===== src/rtl/core/sjfq_pkg.sv =====
// Shared constants for the shortest-job-first queue and its checker.
package sjfq_pkg;

  localparam int unsigned QueueDepthDef = 16;
  localparam int unsigned TagBitsDef    = 16;

  localparam int unsigned LenW   = 32;
  localparam int unsigned TagW   = 16;
  localparam int unsigned CountW = 5;
  localparam int unsigned StatW  = 2;

  localparam logic [StatW-1:0] ST_OK       = 2'd0;
  localparam logic [StatW-1:0] ST_FULL     = 2'd1;
  localparam logic [StatW-1:0] ST_DISABLED = 2'd2;
  localparam logic [StatW-1:0] ST_EMPTY    = 2'd3;

  localparam logic FUNC_INSERT = 1'b0;
  localparam logic FUNC_TAKE   = 1'b1;

endpackage


===== src/rtl/core/shortest_job_first_queue.sv =====
// Shortest-job-first queue: sorted job store walked by one shared comparator.
// An insert walks the store from tail to head, one entry a cycle, until its slot is found;
// a take reads the head, then shifts one entry a cycle; refused or empty items go to the result.
// Throughput: one transaction at a time; the next is taken the cycle after the result is staged.
// The store memory has one write and one registered read port, which sets the walk rate.
// Reset clears the count, the result valid flag and the state; accept_enable resets to 1.
module shortest_job_first_queue #(
  parameter int unsigned QUEUE_DEPTH = sjfq_pkg::QueueDepthDef,
  parameter int unsigned TAG_BITS    = sjfq_pkg::TagBitsDef
) (
  input  logic                          clk_i,
  input  logic                          rst_ni,
  input  logic                          cfg_we_i,
  input  logic                          cfg_wdata_i,
  input  logic                          in_valid_i,
  output logic                          in_stall_o,
  input  logic                          func_i,
  input  logic [sjfq_pkg::LenW-1:0]     job_length_i,
  input  logic [sjfq_pkg::TagW-1:0]     job_tag_i,
  output logic                          out_valid_o,
  input  logic                          out_stall_i,
  output logic [sjfq_pkg::StatW-1:0]    status_o,
  output logic [sjfq_pkg::LenW-1:0]     out_length_o,
  output logic [sjfq_pkg::TagW-1:0]     out_tag_o,
  output logic [sjfq_pkg::CountW-1:0]   queued_count_o
);

  localparam int unsigned AW = (QUEUE_DEPTH > 1) ? $clog2(QUEUE_DEPTH) : 1;
  localparam int unsigned CW = $clog2(QUEUE_DEPTH + 1);
  localparam int unsigned SW = (TAG_BITS < sjfq_pkg::TagW) ? TAG_BITS : sjfq_pkg::TagW;
  localparam int unsigned LW = sjfq_pkg::LenW;

  localparam logic [2:0] S_IDLE = 3'd0;
  localparam logic [2:0] S_INS  = 3'd1;
  localparam logic [2:0] S_TKH  = 3'd2;
  localparam logic [2:0] S_TK   = 3'd3;
  localparam logic [2:0] S_FIN  = 3'd4;

  logic [LW-1:0] mem_len [QUEUE_DEPTH];
  logic [SW-1:0] mem_tag [QUEUE_DEPTH];

  logic [2:0]    state_q, state_d;
  logic [CW-1:0] count_q, count_d;
  logic [CW-1:0] idx_q, idx_d;
  logic          acc_en_q;
  logic [LW-1:0] len_q, len_d;
  logic [SW-1:0] tag_q, tag_d;
  logic [LW-1:0] rd_len_q;
  logic [SW-1:0] rd_tag_q;

  logic [sjfq_pkg::StatW-1:0] res_st_q, res_st_d;
  logic [LW-1:0]              res_len_q, res_len_d;
  logic [SW-1:0]              res_tag_q, res_tag_d;

  logic                       out_valid_q, out_valid_d;
  logic [sjfq_pkg::StatW-1:0] out_st_q;
  logic [LW-1:0]              out_len_q;
  logic [SW-1:0]              out_tag_q;
  logic [CW-1:0]              out_cnt_q;

  logic          in_acc;
  logic          load;
  logic [AW-1:0] rd_addr;
  logic          we;
  logic [AW-1:0] wa;
  logic [LW-1:0] wlen;
  logic [SW-1:0] wtag;
  logic          entry_lt;

  assign in_stall_o = (state_q != S_IDLE);
  assign in_acc     = in_valid_i && !in_stall_o;
  assign load       = (state_q == S_FIN) && (!out_valid_q || !out_stall_i);
  // the one shared compare
  assign entry_lt   = (rd_len_q < len_q);

  always_comb begin
    state_d   = state_q;
    count_d   = count_q;
    idx_d     = idx_q;
    len_d     = len_q;
    tag_d     = tag_q;
    res_st_d  = res_st_q;
    res_len_d = res_len_q;
    res_tag_d = res_tag_q;
    rd_addr   = '0;
    we        = 1'b0;
    wa        = AW'(idx_q);
    wlen      = rd_len_q;
    wtag      = rd_tag_q;

    unique case (state_q)
      S_IDLE: begin
        if (in_acc) begin
          len_d     = job_length_i;
          tag_d     = job_tag_i[SW-1:0];
          res_len_d = '0;
          res_tag_d = '0;
          res_st_d  = sjfq_pkg::ST_OK;
          if (func_i == sjfq_pkg::FUNC_INSERT) begin
            rd_addr = AW'(count_q - CW'(1));
            idx_d   = count_q;
            if (!acc_en_q) begin
              res_st_d = sjfq_pkg::ST_DISABLED;
              state_d  = S_FIN;
            end else if (count_q == CW'(QUEUE_DEPTH)) begin
              res_st_d = sjfq_pkg::ST_FULL;
              state_d  = S_FIN;
            end else begin
              state_d = S_INS;
            end
          end else begin
            rd_addr = '0;
            if (count_q == '0) begin
              res_st_d = sjfq_pkg::ST_EMPTY;
              state_d  = S_FIN;
            end else begin
              state_d = S_TKH;
            end
          end
        end
      end
      S_INS: begin
        we      = 1'b1;
        rd_addr = AW'(idx_q - CW'(2));
        if (idx_q == '0 || entry_lt) begin
          wlen    = len_q;
          wtag    = tag_q;
          count_d = count_q + CW'(1);
          state_d = S_FIN;
        end else begin
          // shift the equal or larger entry one slot toward the tail
          idx_d = idx_q - CW'(1);
        end
      end
      S_TKH: begin
        res_len_d = rd_len_q;
        res_tag_d = rd_tag_q;
        rd_addr   = AW'(1);
        idx_d     = CW'(1);
        if (count_q == CW'(1)) begin
          count_d = '0;
          state_d = S_FIN;
        end else begin
          state_d = S_TK;
        end
      end
      S_TK: begin
        we      = 1'b1;
        wa      = AW'(idx_q - CW'(1));
        rd_addr = AW'(idx_q + CW'(1));
        if (idx_q == count_q - CW'(1)) begin
          count_d = count_q - CW'(1);
          state_d = S_FIN;
        end else begin
          idx_d = idx_q + CW'(1);
        end
      end
      S_FIN: begin
        if (load) begin
          state_d = S_IDLE;
        end
      end
      default: begin
        state_d = S_IDLE;
      end
    endcase
  end

  always_comb begin
    out_valid_d = out_valid_q;
    if (load) begin
      out_valid_d = 1'b1;
    end else if (!out_stall_i) begin
      out_valid_d = 1'b0;
    end
  end

  always_ff @(posedge clk_i) begin
    if (we) begin
      mem_len[wa] <= wlen;
      mem_tag[wa] <= wtag;
    end
    rd_len_q <= mem_len[rd_addr];
    rd_tag_q <= mem_tag[rd_addr];
  end

  always_ff @(posedge clk_i or negedge rst_ni) begin
    if (!rst_ni) begin
      state_q     <= S_IDLE;
      count_q     <= '0;
      acc_en_q    <= 1'b1;
      out_valid_q <= 1'b0;
    end else begin
      state_q     <= state_d;
      count_q     <= count_d;
      out_valid_q <= out_valid_d;
      if (cfg_we_i) begin
        acc_en_q <= cfg_wdata_i;
      end
    end
  end

  always_ff @(posedge clk_i) begin
    idx_q     <= idx_d;
    len_q     <= len_d;
    tag_q     <= tag_d;
    res_st_q  <= res_st_d;
    res_len_q <= res_len_d;
    res_tag_q <= res_tag_d;
    if (load) begin
      out_st_q  <= res_st_q;
      out_len_q <= res_len_q;
      out_tag_q <= res_tag_q;
      out_cnt_q <= count_q;
    end
  end

  assign out_valid_o    = out_valid_q;
  assign status_o       = out_st_q;
  assign out_length_o   = out_len_q;
  assign out_tag_o      = sjfq_pkg::TagW'(out_tag_q);
  assign queued_count_o = sjfq_pkg::CountW'(out_cnt_q);

endmodule


===== config.mk =====
export PLATFORM = sky130hd
export DESIGN_NAME = shortest_job_first_queue
export DESIGN_NICKNAME = d
export VERILOG_FILES = /design/src/rtl/core/sjfq_pkg.sv /design/src/rtl/core/shortest_job_first_queue.sv
export SDC_FILE = /design/constraint.sdc
export NUM_CORES = 1
export LEC_CHECK = 0
export BUFFER_PORTS_ARGS = -buffer_cell sky130_fd_sc_hd__clkbuf_2
export CAP_MARGIN = 20
export CORE_MARGIN = 1
export CORE_UTILIZATION = 57
export CTS_CLUSTER_SIZE = 30
export DETAILED_ROUTE_END_ITERATION = 8
export GPL_TIMING_DRIVEN = 0
export PLACE_DENSITY = 0.74
export SLEW_MARGIN = 20
export SYNTH_ARGS = -nofsm -noshare
export SYNTH_HDL_FRONTEND = slang
export SYNTH_SLANG_ARGS = --single-unit

===== constraint.sdc =====
create_clock -name clk_i -period 12 [get_ports clk_i]
set_clock_uncertainty 0.1 [all_clocks]
set_input_delay 0.6 -clock clk_i [delete_from_list [all_inputs] [get_ports clk_i]]
set_output_delay 0.6 -clock clk_i [all_outputs]
set_load 0.05 [all_outputs]

==> results.cfg <==
[setup_path]
critical-path-max-stage-delay_ns = 0.85
cp.arrival_ns = 5.96
rr_worst_depth = 11
cp_max_fo = 16
start_kind = flip-flop
endpoint_kind = flip-flop
worstSetupPathType = reg -> reg
worstPathCellList = inv_1 -> ha_1 -> nand4_1 -> nor4_2 -> nand3_1 -> o2bb2ai_1 -> o21bai_1 -> nand2_1 -> clkbuf_1 -> buf_2 -> mux2_1
r2r_start = len_q[18]
r2r_end = mem_len[13][12]
worst_path_max_delay_cell = clkbuf_1
r2r_slack_ns = 6.21
required_ns = 12.16

[clocking]
cts_sinks = 984
clockRootBuffer = clkbuf_16
cts_tree = built
cts_made_buffers = 94
cts-htree-levels = 3
clkLatencyLatePin_ns = 0.65
ctsResizeCount = 0
clockBufferDepth = 3
clk_pin_slew_worst_paths_ns = 0.06

[grt]
grt_pass1_vias = 23146
antenna_found_initial = 1
grt-ovfl-total = 0
grt_usage = 0.283
grt_pass1_wl_mm = 141
grt_max_degree = 49

[logic_synthesis]
synth_cells = 2507
yosys.area.top_type = edfxtp_1
synth-seq-cells = 984
synth_top_cells_by_area = edfxtp_1 73%, nand2_1 4.1%, and3_1 3.2%, dfxtp_1 2.5%, o221ai_1 2.2%
synth_cell_types = 58
synth_top_area_frac = 0.732
synth_flop_cell = edfxtp_1
seq_area_frac_synth = 0.764
async_flop_share = 0.0102
synth_edf_count = 926
yosysWarnings = 0
synth_nets = 2603
netlist_area_um2 = 38000
synth.avg_cell_area_um2 = 15.1

[die]
start_util = 0.576
rows = 94
die-area_um2 = 67600
die_w_um = 260
design.core.area_um2 = 65900
die_h_um = 260
design.portCount = 112

[finish]
antenna_cells = 0
finalNonFillerCells = 3710
final_core_utilization = 0.663
drive_gt1_frac = 0.136
areaGrowthSynthToFinish_pct = 14.9
layout.nets = 2864

[detailed_routing]
drc = 0
ant_nets = 0
vias = 23291
via_per_inst = 6.28
drt_iter0_drc = 3084
first_pass_iters = 5
drt_wl_total_mm = 95.2
avgRoutedWirePerCell_um = 25.7

[hold_path]
hp-start = job_length_i[18]
min_path_cells = 1
hold_class = in -> reg
whs_endpoint = len_q[18]

[place]
port_buffers = 110
dp_hpwl_mm = 62.8
dp_cells = 3533
gp_congestion = 0.876

[timing]
rsz0062_at_grt = no
max_freq_mhz = 173
fin_crit_sh = 0.483
finalWorstPathRequiredPeriod_ns = 5.79
setup-tns-final_ns = 0
holdWs_ns = 0.0251
slew_headroom = 0.139
finalMaxSlewViolations = 0
hold_viol_final = 0
worstMarginPinSlew_ns = 1.29
setup_viol = 0

[pwr]
vdd_drop_max_uv = 157
p_per_area_nw_per_um2 = 292
report.power.total_mw = 12.7
p_leak_nw = 15.3

[run_status]
status = complete, no violations

[flow_run]
drv_cap = 0
-- synth_stat cells, drive strengths merged (6+ instances only) --
master / instances
dfxtp: 48
nand2b: 8
nand3: 11
nand2: 412
o221a: 49
clkbuf: 134
nor2: 77
dfrtp: 9
ha: 41
a31oi: 53
edfxtp: 926
o22ai: 53
buf: 32
nand4: 7
and3: 192
xnor2: 10
a21oi: 23
o221ai: 96
xor2: 7
a21o: 6
o21ai: 68
inv: 46
o32a: 48
nor3: 58
mux2: 48
-- power by group --
group	internal [mW]	leakage (nW)	total (mW)	switching (mW)
registers	4.88	8.91	5.10	0.221
logic	1.40	4.89	4.71	3.32
clock network	1.69	1.50	2.93	1.23
-- sequential cells by signal (all words and copies together) (netlist names), 32 cells and up --
signal and flops:
len_q 32, mem_len 512, mem_tag 256, out_length_o 32, rd_len_q 32, res_len_q 32
-- critical path: cells and delay by family (launching register included) --
kind | cells | cell delay (ns)
fa+ha+maj | 1 | 0.31
mux | 1 | 0.63
buf+inv | 3 | 1.36
simple gates | 4 | 1.42
flops | 1 | 0.38
compound gates | 2 | 1.18
-- worst max-delay path by stage --
stage,from,cells after the start,slack [ns],to
2_1_floorplan,state_q[1],8,6.62,mem_len[13][0]
3_3_place_gp,state_q[2],7,2.89,mem_len[13][14]
3_5_place_dp,len_q[19],11,6.39,mem_len[5][12]
4_1_cts,len_q[30],11,6.35,mem_len[11][12]
5_1_grt,len_q[30],11,6.06,mem_len[11][12]
6_report,len_q[18],11,6.21,mem_len[13][12]
-- per-layer routing --
layer | vias up | GRT usage | part of all wire
li1 | 10240 | - | -
met1 | 11573 | 0.382 | 0.38
met2 | 1271 | 0.456 | 0.48
met3 | 207 | 0.0431 | 0.097
met4 | 0 | 0.131 | 0.041
met5 | - | 0 | 0
-- area by class of cell --
| type | count | area (um^2) |
|---|---|---|
| repair buffers | 165 | 1400 |
| flip-flops and latches | 984 | 29000 |
| well taps | 864 | 1080 |
| inverters | 46 | 173 |
| clock inverters | 52 | 499 |
| plain buffers | 166 | 674 |
| clock buffers | 122 | 2550 |
| multi-input cells | 1311 | 8250 |
| fillers | 4373 | 22200 |
-- per-stage QoR --
step                      instance area [um^2]  worst slack [ns]
final                                    43600              6.21
after global routing                     43600              6.06
after CTS                                43600              6.35
after detailed placement                 40600              6.39
after global placement                   39600              2.89
after floorplan                          38000              6.62
-- cells in the final DEF (no fill, tap or decap), types with 7 or more instances in the layout --
master	instances
clkinv_2	20
edfxtp_1	926
o221a_2	13
o22ai_1	53
buf_12	16
dfrtp_1	9
clkbuf_1	154
clkbuf_2	112
nor2_4	12
xnor2_1	10
buf_2	15
mux2_2	28
nor3_1	53
mux2_1	20
clkbuf_16	97
ha_1	41
inv_1	45
a21oi_1	22
o221a_1	36
bufinv_16	9
buf_16	11
a31oi_1	53
clkinv_1	16
xor2_1	7
and3_1	192
o32a_1	48
nand2b_1	8
nand3_1	11
nand4_1	7
buf_4	23
nand2_1	412
o21ai_1	19
nor2_1	64
o221ai_1	96
buf_1	13
dfxtp_1	48
o21ai_0	49
-- what timing repair did --
| action | in CTS | in global routing |
|---|---|---|
| setup buffers | 0 | 0 |
| endpoints found under the setup margin | 0 | 0 |
| hold buffers | 3 | 0 |
| hold endpoints to repair | 12 | 0 |
-- cells by family (layout without fill, tap and decap cells) --
| group | after synthesis | count (layout) | share of synthesized area |
|---|---|---|---|
| AO/OA/AOI/OAI | 419 | 419 | 0.0853 |
| XOR/XNOR | 18 | 18 | 0.00451 |
| adder cells (fa/ha/maj) | 41 | 41 | 0.0135 |
| buffers and inverters | 212 | 551 | 0.0222 |
| flip-flops | 984 | 984 | 0.764 |
| multiplexers | 51 | 51 | 0.0150 |
| AND/OR/NAND/NOR | 782 | 782 | 0.0951 |
No activity file was read; power rests on OpenSTA's default activity.
